$ cat src/rtl/core/dhcp_bootp_option_parser_core_macros.svh
// ----------------------------------------------------------------------------
// dhcp_bootp_option_parser_core_macros
// assertion macros shared by the parser core
// ----------------------------------------------------------------------------
`ifndef DHCP_BOOTP_OPTION_PARSER_CORE_MACROS_SVH
`define DHCP_BOOTP_OPTION_PARSER_CORE_MACROS_SVH

// same-cycle implication
`define DBOP_ASSERT_IMP(label, clk, dis, ante, cons) \
    label: assert property (@(posedge clk) disable iff (dis) (ante) |-> (cons)) \
        else $error("dbop check failed");

// next-cycle implication
`define DBOP_ASSERT_NXT(label, clk, dis, ante, cons) \
    label: assert property (@(posedge clk) disable iff (dis) (ante) |=> (cons)) \
        else $error("dbop check failed");

`endif

$ cat src/rtl/core/dbop_pkg.sv
// ----------------------------------------------------------------------------
// dbop_pkg
// types, constants and helpers for the bootp / dhcp option parser
// ----------------------------------------------------------------------------
package dbop_pkg;

    localparam int HDR_LAST_OFF  = 27;
    localparam int OPT_FIRST_OFF = 240;

    localparam logic [7:0] END_CODE   = 8'hFF;
    localparam logic [7:0] PAD_CODE   = 8'h00;
    localparam logic [7:0] OP_REQUEST = 8'd1;
    localparam logic [7:0] OP_REPLY   = 8'd2;

    localparam int QUEUE_DEPTH = 4;
    localparam int QUEUE_AW    = 2;

    typedef enum logic [1:0] {
        REC_HEADER = 2'd0,
        REC_OPTION = 2'd1,
        REC_TERM   = 2'd2,
        REC_UNTERM = 2'd3
    } t_rec_kind;

    typedef enum logic [1:0] {
        PH_CODE  = 2'd0,
        PH_LEN   = 2'd1,
        PH_VALUE = 2'd2
    } t_opt_phase;

    typedef struct packed {
        logic [7:0] data_byte;
        logic       last_of_packet;
    } t_in_item;

    typedef struct packed {
        t_rec_kind   record_kind;
        logic [7:0]  bootp_op;
        logic [7:0]  hardware_type;
        logic [7:0]  hardware_len;
        logic [31:0] transaction_id;
        logic [31:0] client_ip;
        logic [31:0] your_ip;
        logic [31:0] server_ip;
        logic [31:0] gateway_ip;
        logic [7:0]  opt_code;
        logic [7:0]  opt_len;
        logic [31:0] opt_value;
    } t_out_item;

    typedef struct packed {
        t_out_item rec;
        logic      tail_unterm;
    } t_q_entry;

    typedef struct packed {
        logic full;
        logic empty;
    } t_q_status;

    typedef struct packed {
        logic tail_pend;
    } t_back_status;

    // leading value bytes reported for an option code
    function automatic logic [2:0] bytes_taken(input logic [7:0] code);
        logic [2:0] n;
        unique case (code)
            8'd53: n = 3'd1;
            8'd1, 8'd2, 8'd3, 8'd6, 8'd28, 8'd44, 8'd50, 8'd51, 8'd54: n = 3'd4;
            default: n = 3'd0;
        endcase
        return n;
    endfunction

endpackage

$ cat src/rtl/core/dhcp_bootp_option_parser_core.sv
// ----------------------------------------------------------------------------
// dhcp_bootp_option_parser_core
// bootp / dhcp message parser: header record and option records per message
// ----------------------------------------------------------------------------
//  channel  direction  handshake                        payload
//  in       input      i_in_valid / o_in_stall          i_in_item  (one byte)
//  out      output     o_out_valid / i_out_stall        o_out_item (one record)
//
//  one byte item accepted per cycle while o_in_stall is low; a record goes through the queue, then the output register
//  a byte that closes the message may give two records, sent one after the other
//  o_in_stall rises only when the four-entry record queue is full
//  synchronous active-low reset clears the parse state, queue and output stage
// ----------------------------------------------------------------------------
`include "dhcp_bootp_option_parser_core_macros.svh"

module dhcp_bootp_option_parser_core #(
    parameter int MAX_MESSAGE_BYTES = 1024
) (
    input  logic                i_clk,
    input  logic                i_rst_n,
    input  logic                i_in_valid,
    input  dbop_pkg::t_in_item  i_in_item,
    output logic                o_in_stall,
    output logic                o_out_valid,
    output dbop_pkg::t_out_item o_out_item,
    input  logic                i_out_stall
);
    import dbop_pkg::*;

    logic         w_push;
    t_q_entry     w_push_entry;
    logic         w_pop;
    t_q_entry     w_head;
    t_q_status    w_q_stat;
    t_back_status w_back_stat;

    dbop_front #(
        .MAX_MESSAGE_BYTES(MAX_MESSAGE_BYTES)
    ) u_front (
        .i_clk        (i_clk),
        .i_rst_n      (i_rst_n),
        .i_in_valid   (i_in_valid),
        .i_in_item    (i_in_item),
        .o_in_stall   (o_in_stall),
        .i_q_full     (w_q_stat.full),
        .o_push       (w_push),
        .o_push_entry (w_push_entry)
    );

    dbop_queue u_queue (
        .i_clk        (i_clk),
        .i_rst_n      (i_rst_n),
        .i_push       (w_push),
        .i_push_entry (w_push_entry),
        .i_pop        (w_pop),
        .o_head       (w_head),
        .o_stat       (w_q_stat)
    );

    dbop_back u_back (
        .i_clk       (i_clk),
        .i_rst_n     (i_rst_n),
        .i_head      (w_head),
        .i_q_stat    (w_q_stat),
        .o_pop       (w_pop),
        .o_out_valid (o_out_valid),
        .o_out_item  (o_out_item),
        .i_out_stall (i_out_stall),
        .o_stat      (w_back_stat)
    );

    `DBOP_ASSERT_IMP(a_push_room, i_clk, !i_rst_n, w_push, !w_q_stat.full)
    `DBOP_ASSERT_IMP(a_tail_shown, i_clk, !i_rst_n, w_back_stat.tail_pend, o_out_valid && (o_out_item.record_kind == REC_HEADER || o_out_item.record_kind == REC_OPTION))
    `DBOP_ASSERT_NXT(a_tail_next, i_clk, !i_rst_n, w_back_stat.tail_pend && !i_out_stall, o_out_valid && o_out_item.record_kind == REC_UNTERM)

endmodule

$ cat src/rtl/core/dbop_front.sv
// ----------------------------------------------------------------------------
// dbop_front
// byte intake: offset tracking, header capture and option walk
// ----------------------------------------------------------------------------
module dbop_front #(
    parameter int MAX_MESSAGE_BYTES = 1024
) (
    input  logic               i_clk,
    input  logic               i_rst_n,
    input  logic               i_in_valid,
    input  dbop_pkg::t_in_item i_in_item,
    output logic               o_in_stall,
    input  logic               i_q_full,
    output logic               o_push,
    output dbop_pkg::t_q_entry o_push_entry
);
    import dbop_pkg::*;

    localparam int OFF_W = $clog2(MAX_MESSAGE_BYTES + 1);

    logic [OFF_W-1:0] r_offset, n_offset;
    logic [7:0]       r_op, n_op;
    logic [7:0]       r_htype, n_htype;
    logic [7:0]       r_hlen, n_hlen;
    logic [31:0]      r_xid, n_xid;
    logic [31:0]      r_ciaddr, n_ciaddr;
    logic [31:0]      r_yiaddr, n_yiaddr;
    logic [31:0]      r_siaddr, n_siaddr;
    logic [31:0]      r_giaddr, n_giaddr;
    t_opt_phase       r_phase, n_phase;
    logic [7:0]       r_code, n_code;
    logic [7:0]       r_len, n_len;
    logic [7:0]       r_rem, n_rem;
    logic [31:0]      r_acc, n_acc;
    logic             r_done, n_done;

    logic       accept;
    logic       in_range;
    logic       first_fire;
    logic       end_fire;
    t_out_item  first_rec;
    t_out_item  unterm_rec;
    logic [7:0] b;
    logic [7:0] vidx;
    logic [2:0] taken;

    assign accept     = i_in_valid && !i_q_full;
    assign o_in_stall = i_q_full;
    assign b          = i_in_item.data_byte;
    assign in_range   = r_offset < OFF_W'(MAX_MESSAGE_BYTES);
    assign taken      = bytes_taken(r_code);
    assign vidx       = r_len - r_rem;

    always_comb begin
        n_offset   = r_offset;
        n_op       = r_op;
        n_htype    = r_htype;
        n_hlen     = r_hlen;
        n_xid      = r_xid;
        n_ciaddr   = r_ciaddr;
        n_yiaddr   = r_yiaddr;
        n_siaddr   = r_siaddr;
        n_giaddr   = r_giaddr;
        n_phase    = r_phase;
        n_code     = r_code;
        n_len      = r_len;
        n_rem      = r_rem;
        n_acc      = r_acc;
        n_done     = r_done;
        first_fire = 1'b0;
        end_fire   = 1'b0;
        first_rec  = '0;

        if (accept) begin
            if (in_range) begin
                priority if (r_offset == OFF_W'(0)) begin
                    n_op = b;
                end else if (r_offset == OFF_W'(1)) begin
                    n_htype = b;
                end else if (r_offset == OFF_W'(2)) begin
                    n_hlen = b;
                end else if (r_offset >= OFF_W'(4) && r_offset <= OFF_W'(7)) begin
                    n_xid = {r_xid[23:0], b};
                end else if (r_offset >= OFF_W'(12) && r_offset <= OFF_W'(15)) begin
                    n_ciaddr = {r_ciaddr[23:0], b};
                end else if (r_offset >= OFF_W'(16) && r_offset <= OFF_W'(19)) begin
                    n_yiaddr = {r_yiaddr[23:0], b};
                end else if (r_offset >= OFF_W'(20) && r_offset <= OFF_W'(23)) begin
                    n_siaddr = {r_siaddr[23:0], b};
                end else if (r_offset >= OFF_W'(24) && r_offset <= OFF_W'(27)) begin
                    n_giaddr = {r_giaddr[23:0], b};
                end else begin
                end

                if (r_offset == OFF_W'(HDR_LAST_OFF)) begin
                    first_fire               = 1'b1;
                    first_rec.record_kind    = REC_HEADER;
                    first_rec.bootp_op       = r_op;
                    first_rec.hardware_type  = r_htype;
                    first_rec.hardware_len   = r_hlen;
                    first_rec.transaction_id = r_xid;
                    first_rec.client_ip      = (r_op == OP_REQUEST) ? r_ciaddr : 32'd0;
                    first_rec.your_ip        = r_yiaddr;
                    first_rec.server_ip      = (r_op == OP_REPLY) ? r_siaddr : 32'd0;
                    first_rec.gateway_ip     = n_giaddr;
                end

                if (r_offset >= OFF_W'(OPT_FIRST_OFF) && !r_done) begin
                    unique case (r_phase)
                        PH_CODE: begin
                            if (b == END_CODE || b == PAD_CODE) begin
                                first_fire            = 1'b1;
                                first_rec.record_kind = REC_TERM;
                                first_rec.opt_code    = b;
                                n_done                = 1'b1;
                            end else begin
                                n_code  = b;
                                n_phase = PH_LEN;
                            end
                        end
                        PH_LEN: begin
                            n_len = b;
                            n_rem = b;
                            n_acc = 32'd0;
                            if (b == 8'd0) begin
                                first_fire            = 1'b1;
                                first_rec.record_kind = REC_OPTION;
                                first_rec.opt_code    = r_code;
                                n_phase               = PH_CODE;
                            end else begin
                                n_phase = PH_VALUE;
                            end
                        end
                        PH_VALUE: begin
                            if (vidx < {5'd0, taken}) begin
                                n_acc = {r_acc[23:0], b};
                            end
                            n_rem = r_rem - 8'd1;
                            if (n_rem == 8'd0) begin
                                first_fire            = 1'b1;
                                first_rec.record_kind = REC_OPTION;
                                first_rec.opt_code    = r_code;
                                first_rec.opt_len     = r_len;
                                first_rec.opt_value   = (taken != 3'd0) ? n_acc : 32'd0;
                                n_phase               = PH_CODE;
                            end
                        end
                        default: begin
                            n_phase = PH_CODE;
                        end
                    endcase
                end

                n_offset = r_offset + OFF_W'(1);
            end

            if (i_in_item.last_of_packet) begin
                end_fire = !n_done;
                n_offset = '0;
                n_op     = '0;
                n_htype  = '0;
                n_hlen   = '0;
                n_xid    = '0;
                n_ciaddr = '0;
                n_yiaddr = '0;
                n_siaddr = '0;
                n_giaddr = '0;
                n_phase  = PH_CODE;
                n_code   = '0;
                n_len    = '0;
                n_rem    = '0;
                n_acc    = '0;
                n_done   = 1'b0;
            end
        end
    end

    always_comb begin
        unterm_rec             = '0;
        unterm_rec.record_kind = REC_UNTERM;
    end

    assign o_push                   = first_fire || end_fire;
    assign o_push_entry.rec         = first_fire ? first_rec : unterm_rec;
    assign o_push_entry.tail_unterm = first_fire && end_fire;

    always_ff @(posedge i_clk) begin
        if (!i_rst_n) begin
            r_offset <= '0;
            r_op     <= '0;
            r_htype  <= '0;
            r_hlen   <= '0;
            r_xid    <= '0;
            r_ciaddr <= '0;
            r_yiaddr <= '0;
            r_siaddr <= '0;
            r_giaddr <= '0;
            r_phase  <= PH_CODE;
            r_code   <= '0;
            r_len    <= '0;
            r_rem    <= '0;
            r_acc    <= '0;
            r_done   <= 1'b0;
        end else begin
            r_offset <= n_offset;
            r_op     <= n_op;
            r_htype  <= n_htype;
            r_hlen   <= n_hlen;
            r_xid    <= n_xid;
            r_ciaddr <= n_ciaddr;
            r_yiaddr <= n_yiaddr;
            r_siaddr <= n_siaddr;
            r_giaddr <= n_giaddr;
            r_phase  <= n_phase;
            r_code   <= n_code;
            r_len    <= n_len;
            r_rem    <= n_rem;
            r_acc    <= n_acc;
            r_done   <= n_done;
        end
    end

endmodule

$ cat src/rtl/core/dbop_queue.sv
// ----------------------------------------------------------------------------
// dbop_queue
// small record queue between intake and output
// ----------------------------------------------------------------------------
module dbop_queue (
    input  logic                 i_clk,
    input  logic                 i_rst_n,
    input  logic                 i_push,
    input  dbop_pkg::t_q_entry   i_push_entry,
    input  logic                 i_pop,
    output dbop_pkg::t_q_entry   o_head,
    output dbop_pkg::t_q_status  o_stat
);
    import dbop_pkg::*;

    t_q_entry              r_mem [QUEUE_DEPTH];
    logic [QUEUE_AW-1:0]   r_wr_ptr, n_wr_ptr;
    logic [QUEUE_AW-1:0]   r_rd_ptr, n_rd_ptr;
    logic [QUEUE_AW:0]     r_count, n_count;
    logic                  push_ok;
    logic                  pop_ok;

    assign o_stat.full  = r_count == (QUEUE_AW + 1)'(QUEUE_DEPTH);
    assign o_stat.empty = r_count == '0;
    assign push_ok      = i_push && !o_stat.full;
    assign pop_ok       = i_pop && !o_stat.empty;
    assign o_head       = r_mem[r_rd_ptr];

    always_comb begin
        n_wr_ptr = push_ok ? r_wr_ptr + QUEUE_AW'(1) : r_wr_ptr;
        n_rd_ptr = pop_ok ? r_rd_ptr + QUEUE_AW'(1) : r_rd_ptr;
        unique case ({push_ok, pop_ok})
            2'b10:   n_count = r_count + (QUEUE_AW + 1)'(1);
            2'b01:   n_count = r_count - (QUEUE_AW + 1)'(1);
            default: n_count = r_count;
        endcase
    end

    always_ff @(posedge i_clk) begin
        if (!i_rst_n) begin
            r_wr_ptr <= '0;
            r_rd_ptr <= '0;
            r_count  <= '0;
        end else begin
            r_wr_ptr <= n_wr_ptr;
            r_rd_ptr <= n_rd_ptr;
            r_count  <= n_count;
        end
    end

    always_ff @(posedge i_clk) begin
        if (push_ok) begin
            r_mem[r_wr_ptr] <= i_push_entry;
        end
    end

endmodule

$ cat src/rtl/core/dbop_back.sv
// ----------------------------------------------------------------------------
// dbop_back
// record output stage: unpacks queue entries into result items
// ----------------------------------------------------------------------------
module dbop_back (
    input  logic                   i_clk,
    input  logic                   i_rst_n,
    input  dbop_pkg::t_q_entry     i_head,
    input  dbop_pkg::t_q_status    i_q_stat,
    output logic                   o_pop,
    output logic                   o_out_valid,
    output dbop_pkg::t_out_item    o_out_item,
    input  logic                   i_out_stall,
    output dbop_pkg::t_back_status o_stat
);
    import dbop_pkg::*;

    logic      r_out_valid, n_out_valid;
    logic      r_tail, n_tail;
    t_out_item r_out_item, n_out_item;
    logic      take;
    logic      load_ok;

    assign take    = r_out_valid && !i_out_stall;
    assign load_ok = !r_out_valid || take;
    assign o_pop   = load_ok && !r_tail && !i_q_stat.empty;

    always_comb begin
        n_out_valid = r_out_valid;
        n_tail      = r_tail;
        n_out_item  = r_out_item;
        if (load_ok) begin
            priority if (r_tail) begin
                n_out_item             = '0;
                n_out_item.record_kind = REC_UNTERM;
                n_tail                 = 1'b0;
                n_out_valid            = 1'b1;
            end else if (!i_q_stat.empty) begin
                n_out_item  = i_head.rec;
                n_tail      = i_head.tail_unterm;
                n_out_valid = 1'b1;
            end else begin
                n_out_valid = 1'b0;
            end
        end
    end

    always_ff @(posedge i_clk) begin
        if (!i_rst_n) begin
            r_out_valid <= 1'b0;
            r_tail      <= 1'b0;
        end else begin
            r_out_valid <= n_out_valid;
            r_tail      <= n_tail;
        end
    end

    always_ff @(posedge i_clk) begin
        r_out_item <= n_out_item;
    end

    assign o_out_valid      = r_out_valid;
    assign o_out_item       = r_out_item;
    assign o_stat.tail_pend = r_tail;

endmodule
$ cat config.mk
export PLATFORM = sky130hd
export DESIGN_NAME = dhcp_bootp_option_parser_core
export DESIGN_NICKNAME = d
export VERILOG_FILES = /design/src/rtl/core/dbop_pkg.sv /design/src/rtl/core/dhcp_bootp_option_parser_core.sv /design/src/rtl/core/dbop_front.sv /design/src/rtl/core/dbop_queue.sv /design/src/rtl/core/dbop_back.sv
export VERILOG_INCLUDE_DIRS = /design/src /design/src/rtl/core
export SDC_FILE = /design/constraint.sdc
export NUM_CORES = 2
export LEC_CHECK = 0
export BUFFER_PORTS_ARGS = -buffer_cell sky130_fd_sc_hd__buf_4
export CORE_UTILIZATION = 50
export CTS_CLUSTER_SIZE = 10
export DETAILED_ROUTE_END_ITERATION = 16
export PLACE_DENSITY = 0.67
export RECOVER_POWER = 50
export SYNTH_ARGS = -nofsm -noshare
export SYNTH_HDL_FRONTEND = slang
export SYNTH_SLANG_ARGS = --single-unit
$ cat constraint.sdc
create_clock -name i_clk -period 26.3 [get_ports i_clk]
set_input_delay 0 -clock i_clk [delete_from_list [all_inputs] [get_ports i_clk]]
set_output_delay 0 -clock i_clk [all_outputs]
set_load 0.02 [all_outputs]
==> run_summary.xml <==
<?xml version="1.0" encoding="UTF-8"?>
<metrics>
  <group name="outcome">
    <metric name="run_status" unit="">finished with violations</metric>
    <metric name="failed_checks" unit="">capacitance limit, slew limit</metric>
  </group>
  <group name="clocking">
    <metric name="ctsLongestPathBuffers" unit="">3</metric>
    <metric name="worst_skew_pair.late_latency" unit="ps">770</metric>
    <metric name="htreeDepth" unit="">4</metric>
    <metric name="postCtsResizedCells" unit="">0</metric>
    <metric name="tritoncts" unit="">yes</metric>
    <metric name="post_cts.repair.setup_buffers" unit="">0</metric>
    <metric name="clkSlewWorstSetupHoldPaths" unit="ps">60</metric>
    <metric name="cts_hold_buf" unit="">13</metric>
    <metric name="cts-root-buf" unit="">clkbuf_16</metric>
    <metric name="cts_inserted_buffers" unit="">164</metric>
    <metric name="clock_sink_count" unit="">1439</metric>
  </group>
  <group name="routing">
    <metric name="average_routed_wire_per_standard_cell" unit="um">22.7</metric>
    <metric name="detail-route-antenna-nets" unit="">0</metric>
    <metric name="postRouteWirelength" unit="um">121000</metric>
    <metric name="detail_route.first_pass.iterations" unit="">6</metric>
    <metric name="route.detailed.drc" unit="">0</metric>
    <metric name="route.detailed.vias_per_inst" unit="">5.67</metric>
    <metric name="dr_total_vias" unit="">30188</metric>
    <metric name="drt_iter0_drc" unit="">2552</metric>
  </group>
  <group name="synth">
    <metric name="post_synth_main_area_contributors" unit="">edfxtp_1 63%, dfxtp_1 9.5%, mux4_2 9.5%</metric>
    <metric name="mappedNetlistArea" unit="um^2">55800</metric>
    <metric name="synth-main-ff-cell" unit="">edfxtp_1</metric>
    <metric name="yosys.cell_count.top_type" unit="">edfxtp_1</metric>
    <metric name="synth_cell_types" unit="">75</metric>
    <metric name="number_of_instances_in_the_synthesized_netlist" unit="">3440</metric>
    <metric name="synth_async_sr_flop_share" unit="%">0</metric>
    <metric name="synth_top_cells_by_count" unit="">1174 x edfxtp_1, 265 x dfxtp_1, 246 x nor2b_1</metric>
    <metric name="synth-seq-area-share" unit="%">72.6</metric>
    <metric name="postSynthAreaPerCell" unit="um^2">16.2</metric>
    <metric name="post-synth-top-area-fraction" unit="%">63.1</metric>
    <metric name="synth_nets" unit="">3479</metric>
    <metric name="total_number_of_yosys_warnings" unit="">0</metric>
    <metric name="synth_seq_cells" unit="">1439</metric>
    <metric name="synth_edf_count" unit="">1174</metric>
    <metric name="yosys.area.top_type" unit="">edfxtp_1</metric>
  </group>
  <group name="global_route">
    <metric name="met2_usage" unit="%">34.5</metric>
    <metric name="grt_use_total" unit="%">21.4</metric>
    <metric name="first_global_vias" unit="">29817</metric>
    <metric name="grt_max_degree" unit="">147</metric>
    <metric name="grt_pass1_wl" unit="um">183000</metric>
    <metric name="top_usage_layer" unit="">met2</metric>
    <metric name="grt_util_met1" unit="%">30.4</metric>
    <metric name="antenna_violations_before_repair" unit="">2</metric>
    <metric name="gr-usage-met3" unit="%">3.56</metric>
    <metric name="gr-total-overflow" unit="">0</metric>
  </group>
  <group name="die">
    <metric name="row_count" unit="">122</metric>
    <metric name="die-area" unit="um^2">113000</metric>
    <metric name="start_util" unit="%">50.5</metric>
    <metric name="die_h" unit="um">336</metric>
    <metric name="number_of_top_level_design_ports" unit="">249</metric>
    <metric name="design.core.area" unit="um^2">111000</metric>
    <metric name="die_w" unit="um">336</metric>
  </group>
  <group name="setup_path">
    <metric name="worstPathRequired" unit="ps">26800</metric>
    <metric name="timing.critical_path.from_type" unit="">flop</metric>
    <metric name="cp_data_arrival_time" unit="ps">11010</metric>
    <metric name="worstSetupPathType" unit="">flop to flop</metric>
    <metric name="max_fanout_on_critical_path" unit="">101</metric>
    <metric name="timing.critical_path.to_type" unit="">flop</metric>
  </group>
  <group name="sta">
    <metric name="period_minus_slack" unit="ps">10510</metric>
    <metric name="finalHoldViolCount" unit="">0</metric>
    <metric name="endpoints_failing_setup" unit="">0</metric>
    <metric name="fmaxAchievable" unit="MHz">95.2</metric>
    <metric name="worst-slew-pin-transition" unit="ps">8650</metric>
    <metric name="max_slew_margin" unit="%">-476</metric>
    <metric name="finalSetupTns" unit="ps">0</metric>
    <metric name="min_period_over_period" unit="%">40.0</metric>
    <metric name="fin_skew" unit="ps">30.0</metric>
    <metric name="rsz_0062_raised_after_global_routing" unit="">false</metric>
    <metric name="finalMaxSlewViolations" unit="">700</metric>
  </group>
  <group name="placement">
    <metric name="placed_cell_area" unit="um^2">59200</metric>
    <metric name="port_buffers" unit="">248</metric>
    <metric name="dpl_hpwl" unit="um">68900</metric>
    <metric name="finalWeightedCongestion" unit="">0.852</metric>
  </group>
  <group name="final_layout">
    <metric name="syn_to_final_growth" unit="%">13.0</metric>
    <metric name="drive_above_1_share" unit="%">13.3</metric>
    <metric name="final_cell_area" unit="um^2">63100</metric>
    <metric name="finalNetCount" unit="">3732</metric>
  </group>
  <group name="power_and_ir_drop">
    <metric name="power_density" unit="nW/um^2">99.1</metric>
    <metric name="p_leak" unit="nW">20.1</metric>
    <metric name="ir_drop" unit="uV">105</metric>
  </group>
  <group name="hold_path">
    <metric name="hold_path.startpoint" unit="">i_out_stall</metric>
    <metric name="hold_path.class" unit="">input pin to flop</metric>
  </group>
  <group name="flow_run">
    <metric name="cap_viol_max_count" unit="">15</metric>
  </group>
</metrics>
## final cells by class
type / instances / area (um^2)
Sequential cell: 1439 / 40600
Tap cell: 1488 / 1860
Clock buffer: 289 / 4610
Clock inverter: 19 / 246
Antenna cell: 1 / 2.50
Multi-Input combinational cell: 1744 / 14200
Inverter: 30 / 118
Fill cell: 8722 / 47600
Timing Repair Buffer: 314 / 1490
## stage by stage
step	total power, mW	utilization, %	instances	hold slack, ps	setup slack (ps)
after floorplan	3.90	-	3440	145	13160
after global placement	4.36	53.5	5002	317	20340
after detailed placement	4.37	53.5	5002	325	20350
after CTS	6.44	58.0	5323	68.0	20300
after global routing	6.50	57.0	5323	119	14100
final	6.25	57.0	5324	104	15790
## kinds of logic after synthesis
| family | share of synthesized area [%] |
|---|---|
| AOI/OAI and AO/OA | 4.58 |
| xor gates and xnor gates | 0.267 |
| adders and majority gates | 0.609 |
| buffers and inverters | 1.93 |
| DFF | 72.6 |
| muxes | 10.1 |
| and+or+nand+nor | 9.86 |
## final timing paths
path / endpoint / slack [ps] / cells past startpoint
min reg2reg: u_front.r_siaddr[26]$_SDFFE_PN0P_ / 460 / 2
max: u_back.o_out_item[233]$_SDFFCE_PP1P_ / 15790 / 3
max reg2reg: u_back.o_out_item[233]$_SDFFCE_PP1P_ / 15790 / 3
min: u_back.o_out_valid$_SDFFE_PN0N_ / 100 / 4
## metal layers
layer / share of wire, % / wire length (um)
met4: 1.9 / 2340
met3: 5.6 / 6810
met5: 0.011 / 13
met2: 49 / 59100
met1: 44 / 52600
## flip-flops by register name, indices dropped and copies added (netlist names), 2 cells and up, named ones only
register	flops
u_back.o_out_item	234
u_front.r_code	8
u_front.r_phase	2
u_queue.r_wr_ptr	2
u_queue.r_mem	940
u_front.r_giaddr	32
u_front.r_hlen	8
u_front.r_ciaddr	32
u_front.r_acc	32
u_front.r_len	8
u_queue.r_count	3
u_front.r_yiaddr	32
u_front.r_op	8
u_front.r_xid	32
u_queue.r_rd_ptr	2
u_front.r_rem	8
u_front.r_offset	11
u_front.r_siaddr	32
u_front.r_htype	8
## report_power, final
part | leakage [nW] | switching [mW] | internal, mW
Clock | 2.31 | 0.876 | 1.19
Sequential | 13.4 | 0.144 | 2.83
Combinational | 4.47 | 0.765 | 0.439
## worst max-delay path: stages (launching register included)
cell and delay, ps:
dfxtp_1 2540, clkbuf_1 6140, mux4_2 1010, or2_2 310
## cells in the final DEF, fill, tap and decap left out, types with 9 or more instances in the layout
master and instances:
mux4_2 235, ha_1 24, a21oi_1 166, a22oi_1 81
and2_0 139, nor2_1 189, clkbuf_16 165, inv_1 28
dlygate4sd3_1 13, nand3_1 116, and2_1 22, nor2b_1 239
mux2i_1 36, nor3_1 9, o21ai_0 99, clkbuf_1 369
nand2_1 130, edfxtp_1 1174, xor2_1 9, o21ai_1 17
dfxtp_1 264, nand4_1 40, nand2b_1 52, a31oi_1 23
buf_4 52
(Power assumes the default switching activity.)
